===== config.mk =====
export PLATFORM = sky130hd
export DESIGN_NAME = multi_channel_heartbeat_watchdog
export DESIGN_NICKNAME = d
export VERILOG_FILES = /design/src/hdl/mchw_pkg.sv /design/src/hdl/mchw_age_unit.sv /design/src/hdl/multi_channel_heartbeat_watchdog.sv
export SDC_FILE = /design/constraint.sdc
export NUM_CORES = 1
export LEC_CHECK = 0
export CAP_MARGIN = 20
export CORE_ASPECT_RATIO = 1.5
export CORE_UTILIZATION = 39
export CTS_CLUSTER_DIAMETER = 60
export CTS_CLUSTER_SIZE = 12
export DETAILED_ROUTE_END_ITERATION = 6
export DONT_BUFFER_PORTS = 1
export HOLD_SLACK_MARGIN = 0.06
export PLACE_DENSITY = 0.6
export SYNTH_ARGS = -nofsm -noshare
export SYNTH_HDL_FRONTEND = slang
export SYNTH_SLANG_ARGS = --single-unit

===== constraint.sdc =====
create_clock -name clk -period 9.32 [get_ports clk]
set_clock_uncertainty 0.2 [all_clocks]
set_input_delay 0.932 -clock clk [delete_from_list [all_inputs] [get_ports clk]]
set_output_delay 0.932 -clock clk [all_outputs]
set_load 0.1 [all_outputs]

===== src/hdl/mchw_pkg.sv =====
`default_nettype none

package mchw_pkg;

    localparam int NUM_COMPONENTS = 16;
    localparam int TIME_BITS      = 32;
    localparam int TIMEOUT_W      = 16;
    localparam int COMP_W         = 4;

    localparam int IDX_W  = (NUM_COMPONENTS > 1) ? $clog2(NUM_COMPONENTS) : 1;
    localparam int SCAN_N = (NUM_COMPONENTS < 16) ? NUM_COMPONENTS : 16;

    localparam logic [TIMEOUT_W-1:0] TIMEOUT_RESET = 16'd1000;

    localparam logic [1:0] EV_NEW      = 2'd0;
    localparam logic [1:0] EV_RETURNED = 2'd1;
    localparam logic [1:0] EV_TIMEOUT  = 2'd2;

    localparam logic REQ_HEARTBEAT = 1'b0;
    localparam logic REQ_TICK      = 1'b1;

    typedef struct packed {
        logic              req_type;
        logic [COMP_W-1:0] source_id;
    } req_t;

    typedef struct packed {
        logic [1:0]        event_kind;
        logic [COMP_W-1:0] event_component;
        logic              last_event;
    } evt_t;

endpackage

`default_nettype wire


===== src/hdl/mchw_age_unit.sv =====
`default_nettype none

// Shared elapsed-time check: wrapping difference against the stored stamp,
// then an unsigned strict compare with the timeout.
module mchw_age_unit
    import mchw_pkg::*;
(
    input  wire logic [TIME_BITS-1:0] time_now,
    input  wire logic [TIME_BITS-1:0] stamp,
    input  wire logic [TIMEOUT_W-1:0] timeout,
    output logic                      expired
);

    logic [TIME_BITS-1:0] elapsed;

    always_comb
    begin
        elapsed = time_now - stamp;
        expired = (elapsed > TIME_BITS'(timeout));
    end

endmodule

`default_nettype wire


===== src/hdl/multi_channel_heartbeat_watchdog.sv =====
// Heartbeat item: ST_HB_READ reads the stamp and ST_HB_EVAL compares it; a new or returned
// result goes into the output register, and the next item is taken after that, longer while
// the result waits on evt_ready. Tick item: one table read and one shared age compare per
// entry for min(NUM_COMPONENTS,16) entries, then n timeout results from ST_EMIT; the next
// item is taken after the last of them, longer while a result waits on evt_ready.
// Reset clears the tracked marks and the time counter and loads the timeout with 1000.
`default_nettype none

module multi_channel_heartbeat_watchdog
    import mchw_pkg::*;
(
    input  wire logic                 clk,
    input  wire logic                 rst_n,
    input  wire logic                 req_valid,
    output logic                      req_ready,
    input  wire req_t                 req,
    output logic                      evt_valid,
    input  wire logic                 evt_ready,
    output evt_t                      evt,
    input  wire logic                 cfg_valid,
    output logic                      cfg_ready,
    input  wire logic [TIMEOUT_W-1:0] cfg_data
);

    typedef enum logic [5:0] {
        ST_IDLE      = 6'b000001,
        ST_HB_READ   = 6'b000010,
        ST_HB_EVAL   = 6'b000100,
        ST_SCAN_READ = 6'b001000,
        ST_SCAN_EVAL = 6'b010000,
        ST_EMIT      = 6'b100000
    } state_t;

    localparam logic [IDX_W-1:0] SCAN_LAST = IDX_W'(SCAN_N - 1);

    state_t                 state_reg, state_next;
    logic [TIMEOUT_W-1:0]   timeout_reg;
    logic [TIME_BITS-1:0]   time_reg, time_next;
    logic [NUM_COMPONENTS-1:0] tracked_reg, tracked_next;
    logic [IDX_W-1:0]       id_reg, id_next;
    logic [IDX_W-1:0]       scan_reg, scan_next;
    logic [SCAN_N-1:0]      hit_reg, hit_next;
    logic                   evt_valid_reg, evt_valid_next;
    evt_t                   evt_reg, evt_next;

    logic [TIME_BITS-1:0]   stamp_mem [NUM_COMPONENTS];
    logic [TIME_BITS-1:0]   stamp_reg;
    logic [IDX_W-1:0]       rd_addr;
    logic                   rd_en;
    logic                   wr_en;
    logic                   expired;

    logic                   slot_free;
    logic                   req_fire;
    logic [SCAN_N-1:0]      hit_low;
    logic [SCAN_N-1:0]      hit_rest;
    logic [IDX_W-1:0]       hit_idx;

    mchw_age_unit u_age (
        .time_now (time_reg),
        .stamp    (stamp_reg),
        .timeout  (timeout_reg),
        .expired  (expired)
    );

    assign req_ready = (state_reg == ST_IDLE);
    assign req_fire  = req_valid && req_ready;
    assign cfg_ready = 1'b1;
    assign evt_valid = evt_valid_reg;
    assign evt       = evt_reg;
    assign slot_free = !evt_valid_reg || evt_ready;

    // Lowest pending timeout goes out first, so ids leave in ascending order.
    always_comb
    begin
        hit_low  = hit_reg & (~hit_reg + 1'b1);
        hit_rest = hit_reg & ~hit_low;
        hit_idx  = '0;
        for (int i = 0; i < SCAN_N; i++)
        begin
            if (hit_low[i])
            begin
                hit_idx = hit_idx | IDX_W'(i);
            end
        end
    end

    always_comb
    begin
        state_next     = state_reg;
        time_next      = time_reg;
        tracked_next   = tracked_reg;
        id_next        = id_reg;
        scan_next      = scan_reg;
        hit_next       = hit_reg;
        evt_valid_next = evt_valid_reg;
        evt_next       = evt_reg;
        rd_en          = 1'b0;
        rd_addr        = id_reg;
        wr_en          = 1'b0;

        if (evt_valid_reg && evt_ready)
        begin
            evt_valid_next = 1'b0;
        end

        unique case (state_reg)
            ST_IDLE:
            begin
                if (req_fire)
                begin
                    if (req.req_type == REQ_TICK)
                    begin
                        time_next  = time_reg + 1'b1;
                        scan_next  = '0;
                        hit_next   = '0;
                        state_next = ST_SCAN_READ;
                    end
                    else if (32'(req.source_id) < NUM_COMPONENTS)
                    begin
                        id_next    = IDX_W'(req.source_id);
                        state_next = ST_HB_READ;
                    end
                end
            end
            ST_HB_READ:
            begin
                rd_en      = 1'b1;
                rd_addr    = id_reg;
                state_next = ST_HB_EVAL;
            end
            ST_HB_EVAL:
            begin
                if (!tracked_reg[id_reg] || expired)
                begin
                    // An event must wait for a free output register.
                    if (slot_free)
                    begin
                        evt_valid_next           = 1'b1;
                        evt_next.event_kind      = tracked_reg[id_reg] ? EV_RETURNED
                                                                       : EV_NEW;
                        evt_next.event_component = COMP_W'(id_reg);
                        evt_next.last_event      = 1'b1;
                        wr_en                    = 1'b1;
                        tracked_next[id_reg]     = 1'b1;
                        state_next               = ST_IDLE;
                    end
                end
                else
                begin
                    wr_en      = 1'b1;
                    state_next = ST_IDLE;
                end
            end
            ST_SCAN_READ:
            begin
                rd_en      = 1'b1;
                rd_addr    = scan_reg;
                state_next = ST_SCAN_EVAL;
            end
            ST_SCAN_EVAL:
            begin
                if (tracked_reg[scan_reg] && expired)
                begin
                    hit_next[scan_reg]     = 1'b1;
                    tracked_next[scan_reg] = 1'b0;
                end
                if (scan_reg == SCAN_LAST)
                begin
                    state_next = ST_EMIT;
                end
                else
                begin
                    scan_next  = scan_reg + 1'b1;
                    state_next = ST_SCAN_READ;
                end
            end
            ST_EMIT:
            begin
                if (hit_reg == '0)
                begin
                    state_next = ST_IDLE;
                end
                else if (slot_free)
                begin
                    evt_valid_next           = 1'b1;
                    evt_next.event_kind      = EV_TIMEOUT;
                    evt_next.event_component = COMP_W'(hit_idx);
                    evt_next.last_event      = (hit_rest == '0);
                    hit_next                 = hit_rest;
                end
            end
            default:
            begin
                state_next = ST_IDLE;
            end
        endcase
    end

    always_ff @(posedge clk or negedge rst_n)
    begin
        if (!rst_n)
        begin
            state_reg     <= ST_IDLE;
            timeout_reg   <= TIMEOUT_RESET;
            time_reg      <= '0;
            tracked_reg   <= '0;
            evt_valid_reg <= 1'b0;
        end
        else
        begin
            state_reg     <= state_next;
            time_reg      <= time_next;
            tracked_reg   <= tracked_next;
            evt_valid_reg <= evt_valid_next;
            if (cfg_valid && cfg_ready)
            begin
                timeout_reg <= cfg_data;
            end
        end
    end

    always_ff @(posedge clk)
    begin
        id_reg   <= id_next;
        scan_reg <= scan_next;
        hit_reg  <= hit_next;
        evt_reg  <= evt_next;
    end

    always_ff @(posedge clk)
    begin
        if (wr_en)
        begin
            stamp_mem[id_reg] <= time_reg;
        end
        if (rd_en)
        begin
            stamp_reg <= stamp_mem[rd_addr];
        end
    end

endmodule

`default_nettype wire


==> qor.yml, run 1 <==
synthAdderAreaFrac_pct: 2.413
crit_start: "time_reg[0]"
hp-class: "in2reg"
r2r_cells: 21
async_reset_ff_share_pct: 10.99
largest_reg_flops: 512
yosys.area_share.xor_xnor_pct: 1.588
viasPerCell: 5.807
synth_cell_types: 77
cts_sinks: 646
start_util_pct: 39.45
grt_pass1_vias: 18100
ant_nets: 0
drive_gt1_share_pct: 7.877
ys.flop_type: "edfxtp_1"
nFillCells: 6563
vias: 18620
synth-simple-area-share_pct: 11.56
path_clk_slew_ns: 0.06
slowest_delay_ns: 0.85
hold_violations: 0
dieHeight_um: 334.1
slowest_stage: "nor3_2"
period_share_pct: 82.62
worstPathRequired_ns: 9.43
synth_top_area_share_pct: 60.22
top_layer: "met4"
postCtsSetupBuffers: 0
cp_cell_sequence: "inv_1 > ha_1 > fa_1 > nor2b_1 > o2111ai_1 > a2111oi_4 > a311oi_2 > xnor2_1 > ha_1 > a21oi_1 > nand2_1 > a211oi_1 > a22o_1 > o2111ai_1 > nor4bb_1 > nor4b_1 > nand3_1 > buf_4 > a21o_1 > nor3_2 > buf_12"
grt-ovfl-total: 0
worstPathMaxFanout: 23
die_x_um: 223.4
synth_fp_nets: 2340
muxShareOfSynthArea_pct: 1.082
antenna_found_initial: 0
met1_length_um: 29510
drt_iter0_drc: 1677
cts-resized-gates: 0
path_depth: 21
r2r-end: "stamp_mem[12][8]"
path_class: "reg2reg"
setup_violations: 0
synth_top_family_by_area: "compound AO/OA/AOI/OAI gates"
gp_congestion: 0.9512
ys_warn_count: 0
path_buf_inv: 3
firstDrtPassIters: 7
io_buffers: 0
grt_max_degree: 186
synth_cells: 2261
num_antenna_cells: 0
wl_met2_um: 36200
insertion_delay_ns: 0.63
powerDensity_mw_per_mm2: 227.7
critical-path-top-delay-family: "compound AO/OA/AOI/OAI gates"
synth_edf_count: 575
fin_util_pct: 43.58
fin_crit_ns: 7.700
ys_seq_area_share_pct: 66.45
crit_arrival_ns: 7.81
p_leak_uw: 0.01015
dr_wl_met3_um: 3741
fp-row-count: 121
setup_tns_ns: 0
gr-usage-all-layers_pct: 19.07
synth_area_leaders: "edfxtp_1 (60%), dfrtp_1 (5.6%), nand2_1 (4.4%)"
cts_tree: "done"
area_growth_pct: 10.47
fmax_ghz: 0.1299
wirelength_um: 72290
grt_setup_unrepaired: "no"
ys_ff_latch: 646
synth_area_per_cell_um2: 12.68
regToRegSetupSlack_ns: 1.62
core_mm2: 0.07267
grt_pass1_wl_um: 109300
startpoint_type: "register"
multi_input_area_mm2: 0.008981
status: "complete, no violations"
regToRegStartpoint: "time_reg[0]"
end_kind: "register"
layout.nets: 2314
synth_area_mm2: 0.02867
hpwl_um: 44330
drv_slew: 0
cts-buffers-inserted: 60
cap_violations: 0
drc: 0
endpoint: "stamp_mem[12][8]"
wl_per_cell_um: 22.54
synth-compound-area-share_pct: 14.17
worstMarginPinSlew_ns: 1.090
ff_latch_area_mm2: 0.01905
root_buffer: "clkbuf_16"
max-slew-margin-rel_pct: 27.34
htree_num_levels: 2
ir_drop_mv: 0.1349
cts_buffer_depth: 3
io_pins: 36
synth_top_area_cell: "edfxtp_1"
die_area_mm2: 0.07463
[routing by layer]
| metal | vias to the layer above | GRT usage (%) |
|---|---|---|
| met5 | - | 0 |
| li1 | 8509 | - |
| met4 | 0 | 8.190 |
| met1 | 9305 | 24.01 |
| met3 | 149 | 2.056 |
| met2 | 660 | 33.21 |
[layout make-up]
| cell class | instances | area share, % |
|---|---|---|
| Sequential cell | 646 | 60.15 |
| Multi-Input combinational cell | 1415 | 28.36 |
| Clock buffer | 108 | 5.444 |
| Tap cell | 922 | 3.642 |
| Timing Repair Buffer | 55 | 1.612 |
| Inverter | 57 | 0.6755 |
| Clock inverter | 4 | 0.1185 |
[timing repair]
item / CTS / global route
endpoints found under the setup margin: 0 / 0
hold buffers: 2 / 0
hold endpoints to repair: 71 / 0
[synthesized netlist by cell type, types with 6 or more instances]
| master | count |
|---|---|
| nor3_1 | 22 |
| o211ai_1 | 8 |
| nand2b_1 | 8 |
| nand3_1 | 23 |
| mux4_2 | 10 |
| a21o_1 | 14 |
| nand2_1 | 339 |
| o21a_1 | 10 |
| nor2_1 | 78 |
| a311oi_1 | 66 |
| edfxtp_1 | 575 |
| a41oi_1 | 17 |
| a211oi_1 | 165 |
| inv_1 | 57 |
| and2_0 | 18 |
| dfrtp_1 | 64 |
| o21ai_0 | 45 |
| and2_1 | 123 |
| dfstp_2 | 7 |
| clkbuf_1 | 132 |
| ha_1 | 52 |
| nand4_1 | 17 |
| or3_1 | 6 |
| xnor2_1 | 36 |
| nor4_1 | 8 |
| nor2b_1 | 13 |
| a31oi_1 | 86 |
| a21oi_1 | 138 |
| and3_1 | 13 |
| xor2_1 | 16 |
[stage by stage]
| stage | hold WS [ns] | cell area [um2] | total power [uW] | instances | worst slack [ns] |
|---|---|---|---|---|---|
| floorplan | 0.2799 | 28670 | 4533 | 2261 | 1.199 |
| global placement | 0.2931 | 29870 | 4950 | 3092 | 1.927 |
| detailed placement | 0.2997 | 29870 | 4979 | 3092 | 1.756 |
| CTS | 0.1477 | 31670 | 7246 | 3206 | 1.696 |
| global route | 0.1497 | 31670 | 7514 | 3207 | 1.264 |
| finish | 0.1737 | 31670 | 7211 | 3207 | 1.620 |
[placed cells by master (no fill, tap or decap), drive strengths merged, types with 9 or more instances in the layout]
cell	instances
mux4	10
and2	141
o21ai	46
dfrtp	64
nor2b	13
inv	57
a311oi	67
a21o	14
nor3	22
a31oi	86
ha	52
a41oi	17
edfxtp	575
xnor2	36
nor2	78
a21oi	138
a211oi	165
buf	54
clkbuf	108
nand2	339
nand3	23
nand2b	9
xor2	16
and3	13
o21a	10
nand4	17
[power by group]
part	internal [uW]	switching (uW)	leakage, uW
combinational	506	955	0.00409
sequential	3320	155	0.00523
clock	1240	1040	0.000833
[cell families (layout without fill, tap and decap cells)]
group / Yosys count / after routing
AOI/OAI and AO/OA: 593 / 593
buffers and inverters: 200 / 224
DFF: 646 / 646
muxes: 18 / 18
adders and majority gates: 55 / 55
other: 1 / 1
xor gates and xnor gates: 52 / 52
and+or+nand+nor: 696 / 696
[worst min path at each step]
stage | startpoint | end | slack (ns) | cells after the start
2_1_floorplan | timeout_reg[3] | timeout_reg[3] | 0.28 | 2
3_3_place_gp | timeout_reg[3] | timeout_reg[3] | 0.29 | 2
3_5_place_dp | timeout_reg[3] | timeout_reg[3] | 0.30 | 2
4_1_cts | req_valid | state_reg[0] | 0.15 | 1
5_1_grt | req_valid | state_reg[0] | 0.15 | 1
6_report | req_valid | state_reg[0] | 0.17 | 1
Power figures use the tool's default switching activity.
==> inputs of run 2 (changes only) <==
- clock period: 9.32 -> 7.6 ns (I/O delays scaled with it)
==> run 2 against run 1 <==
Against the previous run:
- hold slack worse by 0.089 ns
- sequential share of layout area is 1.1 points lower
- die area stayed put
- count of clock-buffer cells in the layout is 4 higher
- highest routed layer unchanged
==> qor.yml, run 2 (synthesis results as in run 1) <==
final_area_mm2: 0.03225  # +1.8%
cts-buffers-inserted: 66  # +10%
critical-path-top-delay-family: "compound AO/OA/AOI/OAI gates"
area_growth_pct: 12.49
slowest_delay_ns: 0.74  # -0.11 ns
grt_setup_unrepaired: "no"
grt_pass1_wl_um: 113700  # +4.0%
setup_violations: 0  # unchanged
place_area_mm2: 0.03000  # +0.46%
drt_iter0_drc: 1843  # +9.9%
worstPathRequired_ns: 7.65  # -1.78 ns
hold_violations: 0  # unchanged
end_kind: "register"
nFillCells: 6520  # -0.66%
status: "complete, no violations"
wl_per_cell_um: 22.96  # +1.8%
ant_nets: 0  # unchanged
htree_num_levels: 3  # +1
vias: 18760  # +0.71%
setup_tns_ns: 0  # unchanged
die_area_mm2: 0.07463  # unchanged
slowest_stage: "dfrtp_1"
cap_violations: 0  # unchanged
firstDrtPassIters: 5  # -2
die_x_um: 223.4  # unchanged
cts_buffer_depth: 3  # unchanged
io_pins: 36  # unchanged
grt_pass1_vias: 18740  # +3.5%
cp_cell_sequence: "inv_1 > fa_1 > nor2b_1 > o2111ai_1 > a2111oi_4 > a311oi_2 > xnor2_1 > ha_1 > a21oi_1 > nand2_1 > a211oi_1 > a22o_1 > o2111ai_1 > nor4bb_1 > nor4b_1 > nand3_1 > buf_4 > a21o_1 > nor4_2 > buf_4"
fmax_ghz: 0.1423  # +9.6%
wirelength_um: 74810  # +3.5%
cts-resized-gates: 0  # unchanged
start_util_pct: 39.45  # unchanged
powerDensity_mw_per_mm2: 284.2  # +25%
gp_congestion: 0.8666  # -8.9%
period_share_pct: 92.45  # +9.8 points
dp_cells: 3112  # +0.65%
drc: 0  # unchanged
fin_crit_ns: 7.026  # -0.6738 ns
finalPower_uw: 9164  # +27%
grt_max_degree: 129  # -31%
postCtsSetupBuffers: 0  # unchanged
layout.nets: 2361  # +2.0%
antenna_found_initial: 0  # unchanged
worstPathMaxFanout: 32  # +39%
cts_sinks: 646  # unchanged
path_buf_inv: 3  # unchanged
worstMarginPinSlew_ns: 1.044  # -0.04584 ns
hpwl_um: 46590  # +5.1%
max-slew-margin-rel_pct: 30.14  # +2.8 points
gr-usage-all-layers_pct: 20.11  # +1.0 points
cts_tree: "done"
viasPerCell: 5.755  # -0.90%
path_class: "reg2reg"
fin_util_pct: 44.38  # +0.80 points
final_cells: 3259  # +1.6%
io_buffers: 0  # unchanged
largest_reg_flops: 512  # unchanged
startpoint_type: "register"
grt-ovfl-total: 0  # unchanged
layout_common_cells: "edfxtp_1 (575), nand2_1 (337), a211oi_1 (165), a21oi_1 (136), and2_1 (123)"
drive_gt1_share_pct: 9.118  # +1.2 points
dieHeight_um: 334.1  # unchanged
insertion_delay_ns: 0.63  # about the same
p_leak_uw: 0.01045  # +2.9%
final_common_cell: "edfxtp_1"
fp-row-count: 121  # unchanged
crit_arrival_ns: 7.08  # -0.73 ns
ir_drop_mv: 0.1518  # +13%
drv_slew: 0  # unchanged
root_buffer: "clkbuf_16"
path_clk_slew_ns: 0.06  # about the same
core_mm2: 0.07267  # unchanged
hp-class: "in2reg"
run 2: path summary, 6_finish.rpt:
kind | startpoint | endpoint | slack [ns] | cells past startpoint
max reg2reg | time_reg[1] | stamp_mem[3][13] | 0.57 | 20
min reg2reg | time_reg[12] | stamp_mem[3][12] | 0.30 | 0
max | time_reg[1] | stamp_mem[3][13] | 0.57 | 20
min in group asynchronous | rst_n | evt_valid | 0.60 | 2
min | cfg_valid | timeout_reg[10] | 0.08 | 2
max in group asynchronous | rst_n | time_reg[28] | 6.21 | 2
run 2: power breakdown:
part / internal [uW] / switching [uW] / total (uW) / leakage [uW]
Sequential: 4070 / 176 / 4250 / 0.00523
Clock: 1700 / 1360 / 3060 / 0.000943
Combinational: 643 / 1210 / 1850 / 0.00428
Total: 6410 / 2750 / 9160 / 0.0104
run 2: through the flow:
step | setup WS [ns] | hold slack (ns)
2_1_floorplan | -0.5212 | 0.2644
3_3_place_gp | 0.6197 | 0.2721
3_5_place_dp | 0.5814 | 0.2718
4_1_cts | 0.5411 | 0.06216
5_1_grt | 0.03130 | 0.08941
6_report | 0.5737 | 0.08473
run 2: routing by layer:
metal | global-route usage, % | wire length [um]
met1 | 25.36 | 30490
met2 | 35.72 | 38370
met3 | 2.240 | 4043
met4 | 6.835 | 1917
met5 | 0 | 0
run 2: cell type report:
cell class / count / area [um2] / area share (%)
Antenna cell: 1 / 2.502 / 0.007759
Clock buffer: 112 / 1877 / 5.819
Clock inverter: 10 / 112.6 / 0.3492
Inverter: 57 / 214.0 / 0.6634
Multi-Input combinational cell: 1415 / 8981 / 27.85
Sequential cell: 646 / 19050 / 59.07
Tap cell: 922 / 1154 / 3.577
Timing Repair Buffer: 96 / 858.3 / 2.661
run 2: repair_timing:
action,4_1_cts,5_1_grt
setup endpoints to repair,0,0
endpoints found under the hold margin,92,0
hold buffers,23,0
run 2: worst register-to-register path: cells and delay by family, from the launching register on:
family | cells | cell delay [ns]
adders and majority gates | 2 | 0.81
buffers and inverters | 3 | 0.94
AOI/OAI and AO/OA | 8 | 2.24
xor gates and xnor gates | 1 | 0.19
DFF | 1 | 0.74
and+or+nand+nor | 6 | 1.53
==> inputs of run 3 (changes only) <==
- SLEW_MARGIN: not set -> 0
- SYNTH_HIERARCHICAL: not set -> 1
==> run 3 against run 2 <==
Against the previous run:
- register-to-register slack improved by 0.02 ns
- synthesized cell count fell by 8.3%
- cell area rose by 0.17%
- sequential power fell by 1%
- highest routed layer unchanged
==> qor.yml, run 3 <==
postCtsSetupBuffers: 0  # unchanged
worstPathRequired_ns: 7.71  # +0.06 ns
synth_fp_nets: 2152  # -8.0%
wl_per_cell_um: 24.08  # +4.9%
ys_ff_latch: 646  # unchanged
dieHeight_um: 334.6  # +0.15%
multi_input_area_mm2: 0.009223  # +2.7%
start_util_pct: 39.49  # about the same
insertion_delay_ns: 0.61  # -0.02 ns
cap_violations: 0  # unchanged
antenna_found_initial: 0  # unchanged
synth_edf_count: 575  # unchanged
synth_cell_types: 82  # +6.5%
synth_area_mm2: 0.02876  # +0.29%
io_buffers: 0  # unchanged
htree_num_levels: 2  # -1
ys_seq_area_share_pct: 66.26  # -0.19 points
cts-buffers-inserted: 60  # -9.1%
core_mm2: 0.07282  # +0.21%
layout_common_cells: "edfxtp_1 (575), nand3_1 (163), a21oi_1 (163), mux2i_1 (138), o21ai_0 (131)"
cts_tree: "done"
firstDrtPassIters: 7  # +2
place_ws_ns: 0.6687  # +0.08736 ns
final_common_cell: "edfxtp_1"
drv_slew: 0  # unchanged
viasPerCell: 5.701  # -0.93%
cts_buffer_depth: 3  # unchanged
drt_iter0_drc: 1642  # -11%
drive_gt1_share_pct: 13.07  # +4.0 points
grt_max_degree: 119  # -7.8%
ff_latch_area_mm2: 0.01905  # unchanged
vias: 17870  # -4.7%
cts_sinks: 646  # unchanged
crit_arrival_ns: 7.12  # +0.04 ns
grt_pass1_wl_um: 114000  # +0.32%
synth_top_area_cell: "edfxtp_1"
synth_top_area_share_pct: 60.05  # -0.18 points
powerDensity_mw_per_mm2: 266.4  # -6.3%
synth_cells: 2073  # -8.3%
fin_crit_ns: 7.008  # -0.01861 ns
grt-ovfl-total: 0  # unchanged
max-slew-margin-rel_pct: 25.32  # -4.8 points
ys.flop_type: "edfxtp_1"
startpoint_type: "register"
fp-row-count: 121  # unchanged
setup_tns_ns: 0  # unchanged
drc: 0  # unchanged
p_leak_uw: 0.01086  # +3.9%
fmax_ghz: 0.1427  # +0.27%
worstMarginPinSlew_ns: 1.120  # +0.07610 ns
setup_slack_ns: 0.5923  # +0.01861 ns
setup_violations: 0  # unchanged
gp_congestion: 0.8934  # +3.1%
worstPathMaxFanout: 20  # -38%
fin_util_pct: 44.36  # about the same
area_growth_pct: 12.34
path_class: "reg2reg"
ant_nets: 0  # unchanged
ir_drop_mv: 0.1975  # +30%
layout.nets: 2184  # -7.5%
synth_area_leaders: "edfxtp_1 (60%), dfrtp_1 (5.6%), mux2i_1 (4.8%)"
die_x_um: 223.7  # +0.14%
gr-usage-all-layers_pct: 20.11  # about the same
grt_setup_unrepaired: "no"
synth_area_per_cell_um2: 13.87  # +9.4%
synth_most_common_cell: "edfxtp_1"
hold_violations: 0  # unchanged
ys_warn_count: 6  # +6
period_share_pct: 92.21  # -0.24 points
num_antenna_cells: 0  # -1
hp-class: "in2reg"
fin_hold_ws_ns: 0.09516  # +0.01043 ns
status: "complete, no violations"
largest_reg_flops: 512  # unchanged
grt_pass1_vias: 18030  # -3.8%
nFillCells: 6480  # -0.61%
hpwl_um: 49370  # +6.0%
die_area_mm2: 0.07484  # +0.29%
root_buffer: "clkbuf_16"
end_kind: "register"
path_clk_slew_ns: 0.06  # about the same
synthTopCellsByCount: "edfxtp_1 (575), nand3_1 (164), a21oi_1 (163)"
io_pins: 36  # unchanged
wirelength_um: 75460  # +0.86%
async_reset_ff_share_pct: 10.99  # unchanged
[run 3: cell count changes after synthesis, sizes merged, moves of 28 or more]
cell | before | now
o21ai | 46 | 135
nand3 | 23 | 164
a21oi | 138 | 166
a2111oi | 2 | 36
a311oi | 67 | 0
clkbuf | 132 | 84
mux2 | 4 | 54
o22a | 3 | 65
and2 | 141 | 10
a31oi | 86 | 20
a211oi | 165 | 9
mux2i | 4 | 138
nand2 | 339 | 77
[run 3: layout make-up]
cell class	instances	share of cell area, %
sequential	646	58.98
multi-input combinational	1245	28.55
clock buffer	102	5.136
tap	984	3.811
timing repair buffer	82	2.583
inverter	70	0.8134
clock inverter	5	0.1317
[run 3: worst paths after layout]
kind / slack, ns / start / end / cells after the start
max: 0.59 / time_reg[9] / stamp_mem[10][12] / 24
min: 0.1 / cfg_data[0] / timeout_reg[0] / 1
max reg2reg: 0.59 / time_reg[9] / stamp_mem[10][12] / 24
min reg2reg: 0.31 / timeout_reg[15] / timeout_reg[15] / 1
max in group asynchronous: 6.27 / rst_n / timeout_reg[8] / 2
min in group asynchronous: 0.53 / rst_n / state_reg[1] / 2
[run 3: report_power, final]
group / internal [uW] / switching [uW] / total [uW]
combinational: 589 / 1080 / 1670
clock: 1470 / 1260 / 2730
sequential: 4060 / 140 / 4200
total: 6120 / 2480 / 8600
[run 3: what timing repair did]
action,4_1_cts,5_1_grt
gates resized for setup,0,0
endpoints found under the setup margin,0,0
hold buffers,7,0
endpoints found under the hold margin,76,0
[run 3: kinds of logic after synthesis]
logic type / share of synthesized area (%)
muxes: 7.623
adders and majority gates: 2.367
other: 0.01304
buffers and inverters: 2.572
and+or+nand+nor: 7.654
AOI/OAI and AO/OA: 11.75
xor gates and xnor gates: 1.762
DFF: 66.26
[run 3: stage by stage]
step	power (uW)	std cells	area (um2)
4_1_cts	8654	3132	32260
3_3_place_gp	5900	3017	30470
3_5_place_dp	5921	3018	30480
6_report	8605	3134	32300
2_1_floorplan	5376	2073	28760
5_1_grt	8937	3134	32300
[run 3: critical path: stages, from the launching register on]
cell       delay (ns)
dfrtp_1          0.75
ha_1             0.45
and3_1           0.20
nor2_1           0.20
nand3_1          0.12
a21o_1           0.22
a31oi_1          0.21
xnor2_1          0.15
ha_1             0.26
nand4_1          0.16
nor3_1           0.09
a2111oi_0        0.40
a21oi_1          0.14
a2111oi_0        0.30
and3_1           0.22
nand4_1          0.09
nor4_1           0.31
nand4_1          0.24
or2_2            0.35
o22a_1           0.21
a21boi_0         0.22
buf_4            0.18
nand2_1          0.24
nor2_4           0.55
buf_12           0.24
[run 3: layer usage]
metal / global-route usage (%) / up-vias / routed length (um)
met2: 35.92 / 536 / 39140
met1: 25.51 / 9171 / 31080
met5: 0 / - / 0
met4: 5.990 / 0 / 1714
met3: 2.217 / 104 / 3526
li1: - / 8057 / -
